$ cat src/assert_macros.svh
// assertion macros used by the table rtl file
`ifndef ASSERT_MACROS_SVH
`define ASSERT_MACROS_SVH

`ifndef ASSERT_OFF

// clocked check, held off while in reset
`define ASSERT_CLK(label, prop) \
  label: assert property (@(posedge clk) disable iff (!rst_n) prop) \
    else $error("assertion failed");

// clocked check with its own message
`define ASSERT_CLK_MSG(label, prop, msg) \
  label: assert property (@(posedge clk) disable iff (!rst_n) prop) \
    else $error(msg);

`else

`define ASSERT_CLK(label, prop)
`define ASSERT_CLK_MSG(label, prop, msg)

`endif

`endif

$ cat src/lpkv_pkg.sv
// shared types and constants of the linear probe key/value table
package lpkv_pkg;

  // default sizes
  localparam int SLOT_COUNT_DEF  = 16;
  localparam int KEY_WIDTH_DEF   = 32;
  localparam int VALUE_WIDTH_DEF = 32;

  // port field widths
  localparam int OP_W     = 2;
  localparam int HOME_W   = 4;
  localparam int KEY_IN_W = 32;
  localparam int VAL_IN_W = 32;
  localparam int STATUS_W = 3;

  // input beat tdata width, rounded up to whole bytes
  localparam int IN_DATA_W = ((HOME_W + KEY_IN_W + VAL_IN_W + 7) / 8) * 8;

  typedef enum logic [OP_W-1:0] {
    OP_GET    = 2'd0,
    OP_ADD    = 2'd1,
    OP_REMOVE = 2'd2
  } op_t;

  typedef enum logic [STATUS_W-1:0] {
    ST_FOUND     = 3'd0,
    ST_NOT_FOUND = 3'd1,
    ST_INSERTED  = 3'd2,
    ST_UPDATED   = 3'd3,
    ST_FULL      = 3'd4
  } status_t;

  typedef enum logic [2:0] {
    S_CLEAR = 3'b001,
    S_IDLE  = 3'b010,
    S_PROBE = 3'b100
  } state_t;

endpackage

$ cat src/linear_probe_key_value_table.sv
// linear probe key/value table: open-addressed store with get, add and remove
//
// Each input beat carries an operation (get, add/update, remove), a
// precomputed home slot, a key and a value. The table probes slots from the
// home slot upward, wrapping at SLOT_COUNT (a power of two), one slot per
// clock through the single read port of the slot RAM. On accept the home
// slot is read; each probe step checks the entry just read and reads the
// next one, and the result lands in the output register once the probe
// stops and that register is free. A get or remove that misses, and an add
// on a full table, probe every slot. in_tready is high only while no item
// is in flight; a finished result may wait in the output register while the
// next item is taken. After reset the block sweeps the RAM to clear every
// valid mark, with in_tready low. The home slot is taken modulo SLOT_COUNT
// and the key and value are cut or zero-extended to KEY_WIDTH and VALUE_WIDTH.
`include "assert_macros.svh"

module linear_probe_key_value_table
  import lpkv_pkg::*;
#(
  parameter int SLOT_COUNT  = SLOT_COUNT_DEF,
  parameter int KEY_WIDTH   = KEY_WIDTH_DEF,
  parameter int VALUE_WIDTH = VALUE_WIDTH_DEF
) (
  input  logic                 clk,
  input  logic                 rst_n,
  // input beat
  input  logic                 in_tvalid,
  output logic                 in_tready,
  input  logic [IN_DATA_W-1:0] in_tdata,   // home_slot[3:0], lookup_key[35:4],
                                           // entry_value[67:36], zero pad
  input  logic [OP_W-1:0]      in_tuser,   // operation[1:0]
  // result beat
  output logic                 out_tvalid,
  input  logic                 out_tready,
  output logic [VAL_IN_W-1:0]  out_tdata,  // value_out[31:0]
  output logic [STATUS_W-1:0]  out_tuser   // status[2:0]
);

  localparam int SLOT_AW = $clog2(SLOT_COUNT);
  localparam int ENTRY_W = 1 + KEY_WIDTH + VALUE_WIDTH;

  // unpack the input beat
  logic [HOME_W-1:0]      in_home;
  logic [KEY_IN_W-1:0]    in_key;
  logic [VAL_IN_W-1:0]    in_val;
  logic [SLOT_AW-1:0]     home_idx;
  logic [KEY_WIDTH-1:0]   key_in_w;
  logic [VALUE_WIDTH-1:0] val_in_w;

  assign in_home = in_tdata[HOME_W-1:0];
  assign in_key  = in_tdata[HOME_W +: KEY_IN_W];
  assign in_val  = in_tdata[HOME_W+KEY_IN_W +: VAL_IN_W];

  // home slot modulo slot count
  generate
    if (SLOT_AW <= HOME_W) begin : g_home_cut
      assign home_idx = in_home[SLOT_AW-1:0];
    end else begin : g_home_ext
      assign home_idx = {{(SLOT_AW-HOME_W){1'b0}}, in_home};
    end
    if (KEY_WIDTH <= KEY_IN_W) begin : g_key_cut
      assign key_in_w = in_key[KEY_WIDTH-1:0];
    end else begin : g_key_ext
      assign key_in_w = {{(KEY_WIDTH-KEY_IN_W){1'b0}}, in_key};
    end
    if (VALUE_WIDTH <= VAL_IN_W) begin : g_val_cut
      assign val_in_w = in_val[VALUE_WIDTH-1:0];
    end else begin : g_val_ext
      assign val_in_w = {{(VALUE_WIDTH-VAL_IN_W){1'b0}}, in_val};
    end
  endgenerate

  // sequencer state
  state_t                 state_r, state_nxt;
  logic [SLOT_AW-1:0]     cnt_r, cnt_nxt;          // slots checked, or clear address
  logic [SLOT_AW-1:0]     chk_slot_r, chk_slot_nxt; // slot whose entry sits in rdata
  logic [SLOT_AW-1:0]     home_r;
  logic [OP_W-1:0]        op_r;
  logic [KEY_WIDTH-1:0]   key_r;
  logic [VALUE_WIDTH-1:0] val_r;

  // output register
  logic                   out_valid_r, out_valid_nxt;
  status_t                out_status_r, status_nxt;
  logic [VALUE_WIDTH-1:0] out_value_r, value_nxt;

  // slot ram port
  logic                   mem_we, mem_re;
  logic [SLOT_AW-1:0]     mem_waddr, mem_raddr;
  logic [ENTRY_W-1:0]     mem_wdata, mem_rdata;

  // entry just read: {valid, key, value}
  logic                   rd_valid;
  logic [KEY_WIDTH-1:0]   rd_key;
  logic [VALUE_WIDTH-1:0] rd_val;
  logic                   key_eq, stop, last, out_free, finish, advance, accept;

  assign rd_valid = mem_rdata[ENTRY_W-1];
  assign rd_key   = mem_rdata[VALUE_WIDTH +: KEY_WIDTH];
  assign rd_val   = mem_rdata[VALUE_WIDTH-1:0];

  assign in_tready = (state_r == S_IDLE);
  assign accept    = in_tvalid && in_tready;

  assign key_eq   = rd_valid && (rd_key == key_r);
  assign last     = (cnt_r == {SLOT_AW{1'b1}});
  assign out_free = !out_valid_r || out_tready;

  // probe stop rule per operation
  always_comb begin
    case (op_r)
      OP_GET:    stop = key_eq;
      OP_REMOVE: stop = key_eq;
      OP_ADD:    stop = !rd_valid || key_eq;
      default:   stop = 1'b1;  // unused code answers at once
    endcase
  end

  assign finish  = (state_r == S_PROBE) && (stop || last) && out_free;
  assign advance = (state_r == S_PROBE) && !stop && !last;

  // read the home slot on accept, the next slot on each step
  assign mem_re    = accept || advance;
  assign mem_raddr = accept ? home_idx : chk_slot_r + 1'b1;

  // result of the slot under check
  always_comb begin
    status_nxt = ST_NOT_FOUND;
    value_nxt  = '0;
    case (op_r)
      OP_GET, OP_REMOVE: begin
        if (stop) begin
          status_nxt = ST_FOUND;
          value_nxt  = rd_val;
        end
      end
      OP_ADD: begin
        if (!stop) begin
          status_nxt = ST_FULL;
        end else if (rd_valid) begin
          status_nxt = ST_UPDATED;
        end else begin
          status_nxt = ST_INSERTED;
        end
      end
      default: begin
        status_nxt = ST_NOT_FOUND;
      end
    endcase
  end

  // writes: clearing sweep, insert/update, or dropping the valid mark
  always_comb begin
    mem_we    = 1'b0;
    mem_waddr = chk_slot_r;
    mem_wdata = {1'b1, key_r, val_r};
    if (state_r == S_CLEAR) begin
      mem_we    = 1'b1;
      mem_waddr = cnt_r;
      mem_wdata = '0;
    end else if (finish && stop) begin
      case (op_r)
        OP_ADD: begin
          mem_we = 1'b1;
        end
        OP_REMOVE: begin
          mem_we    = 1'b1;
          mem_wdata = {1'b0, rd_key, rd_val};
        end
        default: begin
          mem_we = 1'b0;
        end
      endcase
    end
  end

  // sequencer
  always_comb begin
    state_nxt    = state_r;
    cnt_nxt      = cnt_r;
    chk_slot_nxt = chk_slot_r;
    case (state_r)
      S_CLEAR: begin
        cnt_nxt = cnt_r + 1'b1;
        if (last) begin
          state_nxt = S_IDLE;
        end
      end
      S_IDLE: begin
        if (accept) begin
          state_nxt    = S_PROBE;
          cnt_nxt      = '0;
          chk_slot_nxt = home_idx;
        end
      end
      S_PROBE: begin
        if (finish) begin
          state_nxt = S_IDLE;
        end else if (advance) begin
          cnt_nxt      = cnt_r + 1'b1;
          chk_slot_nxt = chk_slot_r + 1'b1;
        end
      end
      default: begin
        state_nxt = S_IDLE;
      end
    endcase
  end

  always_comb begin
    out_valid_nxt = out_valid_r;
    if (finish) begin
      out_valid_nxt = 1'b1;
    end else if (out_tready) begin
      out_valid_nxt = 1'b0;
    end
  end

  always_ff @(posedge clk) begin
    if (!rst_n) begin
      state_r     <= S_CLEAR;
      cnt_r       <= '0;
      out_valid_r <= 1'b0;
    end else begin
      state_r     <= state_nxt;
      cnt_r       <= cnt_nxt;
      out_valid_r <= out_valid_nxt;
    end
  end

  // item payload and result, no reset needed
  always_ff @(posedge clk) begin
    chk_slot_r <= chk_slot_nxt;
    if (accept) begin
      home_r <= home_idx;
      op_r   <= in_tuser;
      key_r  <= key_in_w;
      val_r  <= val_in_w;
    end
    if (finish) begin
      out_status_r <= status_nxt;
      out_value_r  <= value_nxt;
    end
  end

  lpkv_slot_ram #(
    .DEPTH (SLOT_COUNT),
    .AW    (SLOT_AW),
    .WIDTH (ENTRY_W)
  ) u_slot_ram (
    .clk   (clk),
    .we    (mem_we),
    .waddr (mem_waddr),
    .wdata (mem_wdata),
    .re    (mem_re),
    .raddr (mem_raddr),
    .rdata (mem_rdata)
  );

  // result beat
  assign out_tvalid = out_valid_r;
  assign out_tuser  = out_status_r;
  generate
    if (VALUE_WIDTH >= VAL_IN_W) begin : g_out_cut
      assign out_tdata = out_value_r[VAL_IN_W-1:0];
    end else begin : g_out_ext
      assign out_tdata = {{(VAL_IN_W-VALUE_WIDTH){1'b0}}, out_value_r};
    end
  endgenerate

  // the slot under check always sits cnt_r places past home
  `ASSERT_CLK(a_probe_offset, (state_r == S_PROBE) |-> (chk_slot_r == SLOT_AW'(home_r + cnt_r)))
  // after the last slot the item ends as soon as the output is free
  `ASSERT_CLK(a_probe_bound, (state_r == S_PROBE && last && out_free) |=> (state_r == S_IDLE))
  // a new result only comes out of a probe
  `ASSERT_CLK_MSG(a_result_src, $rose(out_valid_r) |-> $past(state_r == S_PROBE), "stray result")
  // the table is never written while waiting for an item
  `ASSERT_CLK(a_no_idle_write, (state_r == S_IDLE) |-> !mem_we)

endmodule

$ cat src/lpkv_slot_ram.sv
// slot store: one write port, one registered read port
module lpkv_slot_ram #(
  parameter int DEPTH = 16,
  parameter int AW    = 4,
  parameter int WIDTH = 65
) (
  input  logic             clk,
  input  logic             we,
  input  logic [AW-1:0]    waddr,
  input  logic [WIDTH-1:0] wdata,
  input  logic             re,
  input  logic [AW-1:0]    raddr,
  output logic [WIDTH-1:0] rdata
);

  logic [WIDTH-1:0] mem [DEPTH];

  always_ff @(posedge clk) begin
    if (we) begin
      mem[waddr] <= wdata;
    end
  end

  always_ff @(posedge clk) begin
    if (re) begin
      rdata <= mem[raddr];
    end
  end

endmodule

$ cat config.mk
export PLATFORM = sky130hd
export DESIGN_NAME = linear_probe_key_value_table
export DESIGN_NICKNAME = d
export VERILOG_FILES = /design/src/lpkv_pkg.sv /design/src/linear_probe_key_value_table.sv /design/src/lpkv_slot_ram.sv
export VERILOG_INCLUDE_DIRS = /design/src /design/src/src
export SDC_FILE = /design/constraint.sdc
export NUM_CORES = 1
export LEC_CHECK = 0
export BUFFER_PORTS_ARGS = -buffer_cell sky130_fd_sc_hd__buf_4
export CORE_ASPECT_RATIO = 0.5
export CORE_MARGIN = 2
export CORE_UTILIZATION = 55
export DETAILED_ROUTE_END_ITERATION = 12
export PLACE_DENSITY = 0.74
export SLEW_MARGIN = 20
export SYNTH_ARGS = -nofsm -noshare
export SYNTH_HDL_FRONTEND = slang
export SYNTH_SLANG_ARGS = --single-unit
$ cat constraint.sdc
create_clock -name clk -period 4.9 [get_ports clk]
set_input_delay 0.49 -clock clk [delete_from_list [all_inputs] [get_ports clk]]
set_output_delay 0.49 -clock clk [all_outputs]
set_load 0.005 [all_outputs]
======== Yosys cells after proc, flatten, opt, wreduce, memory -nomap -nowiden ========
Memories as Yosys holds them, arrays and structs flattened. A register that Yosys moved wholly into a read port is not among the register bits.
Index checks and enable logic that the tools add are counted.
cells by class
  add/sub/neg operators ................... 2
  eq/ne operators ......................... 12
  mux-type cells .......................... 29
  reduce and logical (&&, ||, !) cells .... 25
operators with widths
  cell                                                                   count
  65-bit two-way mux                                                     3
  32-bit equality test                                                   1
  4-bit two-way mux                                                      8
  3-bit two-way mux                                                      4
  4-bit case mux with 3 select lines                                     1
  1-bit two-way mux                                                      9
  3-bit case mux with 3 select lines                                     1
  4-bit by 1-bit adder with 4-bit output, second input constant          2
  2-bit inequality test, second input constant                           4
  4-bit case mux with 2 select lines                                     1
  4-bit AND reduction                                                    2
  1-bit logical AND                                                      7
  3-bit case mux with 2 select lines                                     1
  4-bit equality test, second input constant                             1
  1-bit logical NOT                                                      4
  1-bit logical OR                                                       4
  2-bit nonzero test                                                     2
  2-bit OR reduction                                                     2
  3-bit by 1-bit equality test with 1-bit output, second input constant  1
  3-bit by 2-bit equality test with 1-bit output, second input constant  1
  3-bit equality test, second input constant                             1
  3-bit AND reduction                                                    1
  3-bit nonzero test                                                     1
  2-bit by 1-bit equality test with 1-bit output, second input constant  1
  other kinds (5)                                                        5
word-level totals
  register bits after elaboration ......... 113
  RAM bits ................................ 1040
  output and inout bits ................... 37
  word-level logic and storage cells ...... 78
  memories kept ........................... 1
memories
  name            words  width  rd ports  clocked after Yosys merged registers in  wr ports  line                 text
  u_slot_ram.mem  16     65     1         1                                        1         lpkv_slot_ram.sv:16  logic [WIDTH-1:0] mem [DEPTH];

======== Depth between registers and ports, before layout ========
  depth in word-level cells ............... 12
  mapped depth ............................ 10
  mapped depth without buffers ............ 8

======== Modules after synthesis ========
From an unflattened synthesis, not the netlist that was laid out.
unflattened totals
  cell total of the unflattened synthesis .. 2237
  area total of the unflattened synthesis .. 46771.1 um^2
by module, submodules not included
  module                        times used  cells each  area an instance (um^2)  sequential area each (um^2)
  lpkv_slot_ram                 1           1673        40894.2                  33181.8
  linear_probe_key_value_table  1           564         5876.9                   3313.2

======== Least setup slack after synthesis ========
Ideal clock, no wire load.
  kind .................................... register -> register
  start ................................... reg u_slot_ram.rdata[46], read port of u_slot_ram.mem
  end ..................................... mem u_slot_ram.mem[0][0] (enable)
  library setup time ...................... 0.488 ns
  arrival time ............................ 4.553 ns
  path slack .............................. -0.141 ns
  stages on the path, launching flop included .. 8
  path buffers ............................ 0
  cells stage by stage .................... edfxtp_1 > xor2_1 > nor4_1 > nand4_1 > o21ai_0 > a21oi_1 > o32a_1 > nor2_1
between the ends
  longest elaborated chain between the ends .. 12
RTL lines
  item                                       line                                 text
  from (decl)                                lpkv_slot_ram.sv:13                  output logic [WIDTH-1:0] rdata
  32-bit equality test *                     linear_probe_key_value_table.sv:105  assign key_eq = rd_valid && (rd_key == key_r);
  1-bit logical AND *                        linear_probe_key_value_table.sv:105
  1-bit logical OR                           linear_probe_key_value_table.sv:114  OP_ADD: stop = !rd_valid || key_eq;
  1-bit case mux with 2 select lines *       linear_probe_key_value_table.sv:111  case (op_r)
  1-bit logical OR                           linear_probe_key_value_table.sv:119  assign finish = (state_r == S_PROBE) && (stop || last) && out_free;
  1-bit logical AND (2 in series)            linear_probe_key_value_table.sv:119
  1-bit logical AND *                        linear_probe_key_value_table.sv:161  end else if (finish && stop) begin
  1-bit two-way mux *                        linear_probe_key_value_table.sv:161
  1-bit two-way mux *                        linear_probe_key_value_table.sv:157  if (state_r == S_CLEAR) begin
  1-bit two-way mux *                        lpkv_slot_ram.sv:19                  if (we) begin
  1-bit two-way mux (not written as such) *  lpkv_slot_ram.sv:20                  mem[waddr] <= wdata;
  to (decl)                                  lpkv_slot_ram.sv:16
Mark *: on every way between the ends. The rest lies on a longest branch, timed or not.

======== Worst setup path after layout ========
  start ................................... reg u_slot_ram.rdata[50], read port of u_slot_ram.mem
  end ..................................... mem u_slot_ram.mem[6][62] (enable)
Same word-level chain as after synthesis.

==> results.json <==
{
  "hold_viol": 0,
  "cts_made_buffers": 102,
  "grt_pass1_wl_mm": 155,
  "cts_buffer_depth": 3,
  "p_comb_share_pct": 2.0,
  "synth.distinct_cells": 47,
  "leakage_uw": 0.0191,
  "start_util_pct": 55.3,
  "clk_latency_ns": 0.70,
  "die-width_um": 414,
  "p_switching_uw": 3920,
  "grt_use_total_pct": 24.5,
  "finalClockSkew_ns": 0.0179,
  "status": "finished, final reports clean",
  "syn_avg_cell_area_um2": 21.9,
  "synth_seq_area_share_pct": 78.9,
  "switching_share_pct": 19.6,
  "fin_util_pct": 64.6,
  "crit_buf_inv": 2,
  "num_rows": 75,
  "drt-total-wl_mm": 104,
  "path_clk_slew_ns": 0.07,
  "io_pins": 115,
  "arrival_ns": 4.37,
  "clock_power_share_pct": 40.3,
  "post_cts_buffers": 0,
  "path_class": "flop to flop",
  "rsz0062_at_grt": "no",
  "synth_top_area_share_pct": 78.5,
  "seqPwrFrac_pct": 57.6,
  "p_per_area_nw_per_um2": 371,
  "critPathMaxFanout": 21,
  "antenna_found_initial": 1,
  "grt_pass1_vias": 23500,
  "setup_viol": 0,
  "globalplace.congestion": 0.769,
  "die_height_um": 209,
  "nNetsFinal": 2525,
  "crit_family": "simple AND/OR/NAND/NOR gates",
  "worst_slew_pin_slew_ns": 1.16,
  "cts_root_buffer": "clkbuf_16",
  "cpPeakStageDelay_ns": 0.56,
  "cp_cell_sequence": "xor2_1 -> nor4_1 -> nand4_1 -> o21ai_0 -> a21oi_1 -> buf_4 -> a2bb2oi_2 -> nor2_4 -> buf_12",
  "ys_warn_count": 0,
  "synth-edff-count": 1210,
  "netlist_top_cells_count": "1210 x edfxtp_1, 260 x mux4_2, 130 x a22oi_1",
  "yosysTopAreaCell": "edfxtp_1",
  "final-max-slew-violation-count": 0,
  "end_kind": "flop",
  "gr-total-overflow": 0,
  "wire_per_inst_um": 28.6,
  "drc": 0,
  "drive_above_1_share_pct": 28.3,
  "synth.most_common_cell": "edfxtp_1",
  "grt_start_max_net_pins": 80,
  "syn-num-nets": 2193,
  "cp_data_required_time_ns": 5.29,
  "synth-main-ff-cell": "edfxtp_1",
  "fin_setup_tns_ns": 0,
  "netlist_area_um2": 46300,
  "timing.fmax_mhz": 251,
  "cp-start-kind": "flop",
  "internal_power_uw": 16100,
  "synth-seq-cells": 1218,
  "async_reset_ff_share_pct": 0,
  "cts_tree": "built",
  "cap_violations": 0,
  "ir_drop_mv": 0.265,
  "die-area_um2": 86600,
  "postSynthCellCount": 2109,
  "fin_crit_ns": 3.99,
  "cts.sinks": 1218,
  "dr.pass1.iters": 7,
  "h-tree-depth": 3,
  "num_antenna_cells": 0,
  "hpwlAfterDp_mm": 53.6,
  "syn2layout_area_growth_pct": 16.7,
  "relSlewSlack_pct": 22.5,
  "fin_crit_sh_pct": 81.4,
  "synth.area.top_cells": "edfxtp_1 79%, mux4_2 13%, a22oi_1 2.1%",
  "hp-class": "input pin to flop",
  "cp_slowest_cell": "o21ai_0",
  "ant_nets": 0,
  "first_iter_violations": 3035,
  "vias": 22900,
  "portBuffers": 110,
  "coreArea_um2": 83600,
  "viasPerCell": 6.29
}
## worst paths after layout
kind                   startpoint               endpoint  slack, ns  cells after the start
max          u_slot_ram.rdata[50]  u_slot_ram.mem[6][62]       0.91                      9
min                   in_tdata[1]          chk_slot_r[1]       0.11                      2
max reg2reg  u_slot_ram.rdata[50]  u_slot_ram.mem[6][62]       0.91                      9
min reg2reg              cnt_r[0]               cnt_r[0]       0.54                      2
## routing by layer
| layer | share of wire [%] | up-vias | routed length (µm) | GRT usage [%] |
|---|---|---|---|---|
| met5 | 0 | - | 0 | 0 |
| met4 | 2.6 | 0 | 2740 | 7.67 |
| met3 | 8.3 | 152 | 8670 | 4.04 |
| met2 | 49 | 1219 | 50900 | 39.3 |
| met1 | 40 | 12100 | 41800 | 35.2 |
| li1 | - | 9466 | - | - |
## flip-flops by register name, indices dropped and copies added (netlist names)
| signal | cells |
|---|---|
| u_slot_ram.mem | 1040 |
| u_slot_ram.rdata | 65 |
| key_r | 32 |
| out_tdata | 32 |
| val_r | 32 |
| chk_slot_r | 4 |
| cnt_r | 4 |
| out_tuser | 3 |
| state_r | 3 |
| op_r | 2 |
| out_tvalid | 1 |
## logic make-up after synthesis
kind of cell / count (synthesis) / share of synthesized area [%]
AOI/OAI and AO/OA: 163 / 2.58
xor gates and xnor gates: 35 / 0.662
adders and majority gates: 6 / 0.162
DFF: 1218 / 78.9
and+or+nand+nor: 250 / 2.47
muxes: 327 / 14.1
buffers and inverters: 110 / 1.16
## power by group through the flow
stage / combinational [µW] / sequential (µW) / clock [µW]
floorplan: 147 / 11800 / 0
global placement: 357 / 11800 / 0
detailed placement: 362 / 11800 / 0
CTS: 409 / 11600 / 8210
global route: 427 / 11600 / 8570
finish: 407 / 11600 / 8080
## area by class of cell
cell class              instances  area [µm²]
repair buffers                333        3310
clock buffers                 124        2720
well taps                    1116        1400
fillers                      5183       29600
clock inverters                64         581
multi-input cells             781        9480
inverters                       5        21.3
flip-flops and latches       1218       36500
## placed cells by master, fill, tap and decap left out, types with 3 or more instances in the layout
cell,count
nor2_4,17
and2_1,35
bufinv_16,9
nor4_1,8
buf_4,215
clkbuf_1,18
mux4_2,260
clkinv_2,23
dfxtp_1,8
ha_1,6
or3_1,5
nand2b_1,3
inv_1,4
a22oi_1,130
a21oi_1,6
o21ai_0,10
dlygate4sd3_1,67
edfxtp_1,1210
clkinv_1,18
nand3b_1,3
nor2_1,69
nand3_1,6
o21ai_4,3
nand2_1,86
clkbuf_16,106
clkinvlp_4,8
xor2_1,33
buf_12,51
inv_6,3
mux2i_1,65
## through the flow
| stage | cells | setup WS (ns) | hold slack, ns | cell area, µm² | power (µW) |
|---|---|---|---|---|---|
| 6_report | 3641 | 0.913 | 0.113 | 54000 | 20000 |
| 5_1_grt | 3641 | 0.706 | 0.0892 | 54000 | 20600 |
| 4_1_cts | 3641 | 0.727 | 0.0735 | 54000 | 20200 |
| 3_5_place_dp | 3386 | 0.844 | 0.534 | 50000 | 12100 |
| 3_3_place_gp | 3386 | 0.933 | 0.520 | 50000 | 12100 |
| 2_1_floorplan | 2109 | -0.141 | 0.488 | 46300 | 11900 |
## timing repair
item / in CTS / in global routing
resized for setup: 0 / 0
endpoints found under the hold margin: 67 / 0
endpoints found under the setup margin: 0 / 0
hold buffers: 67 / 0
No activity file was read; power rests on OpenSTA's default activity.
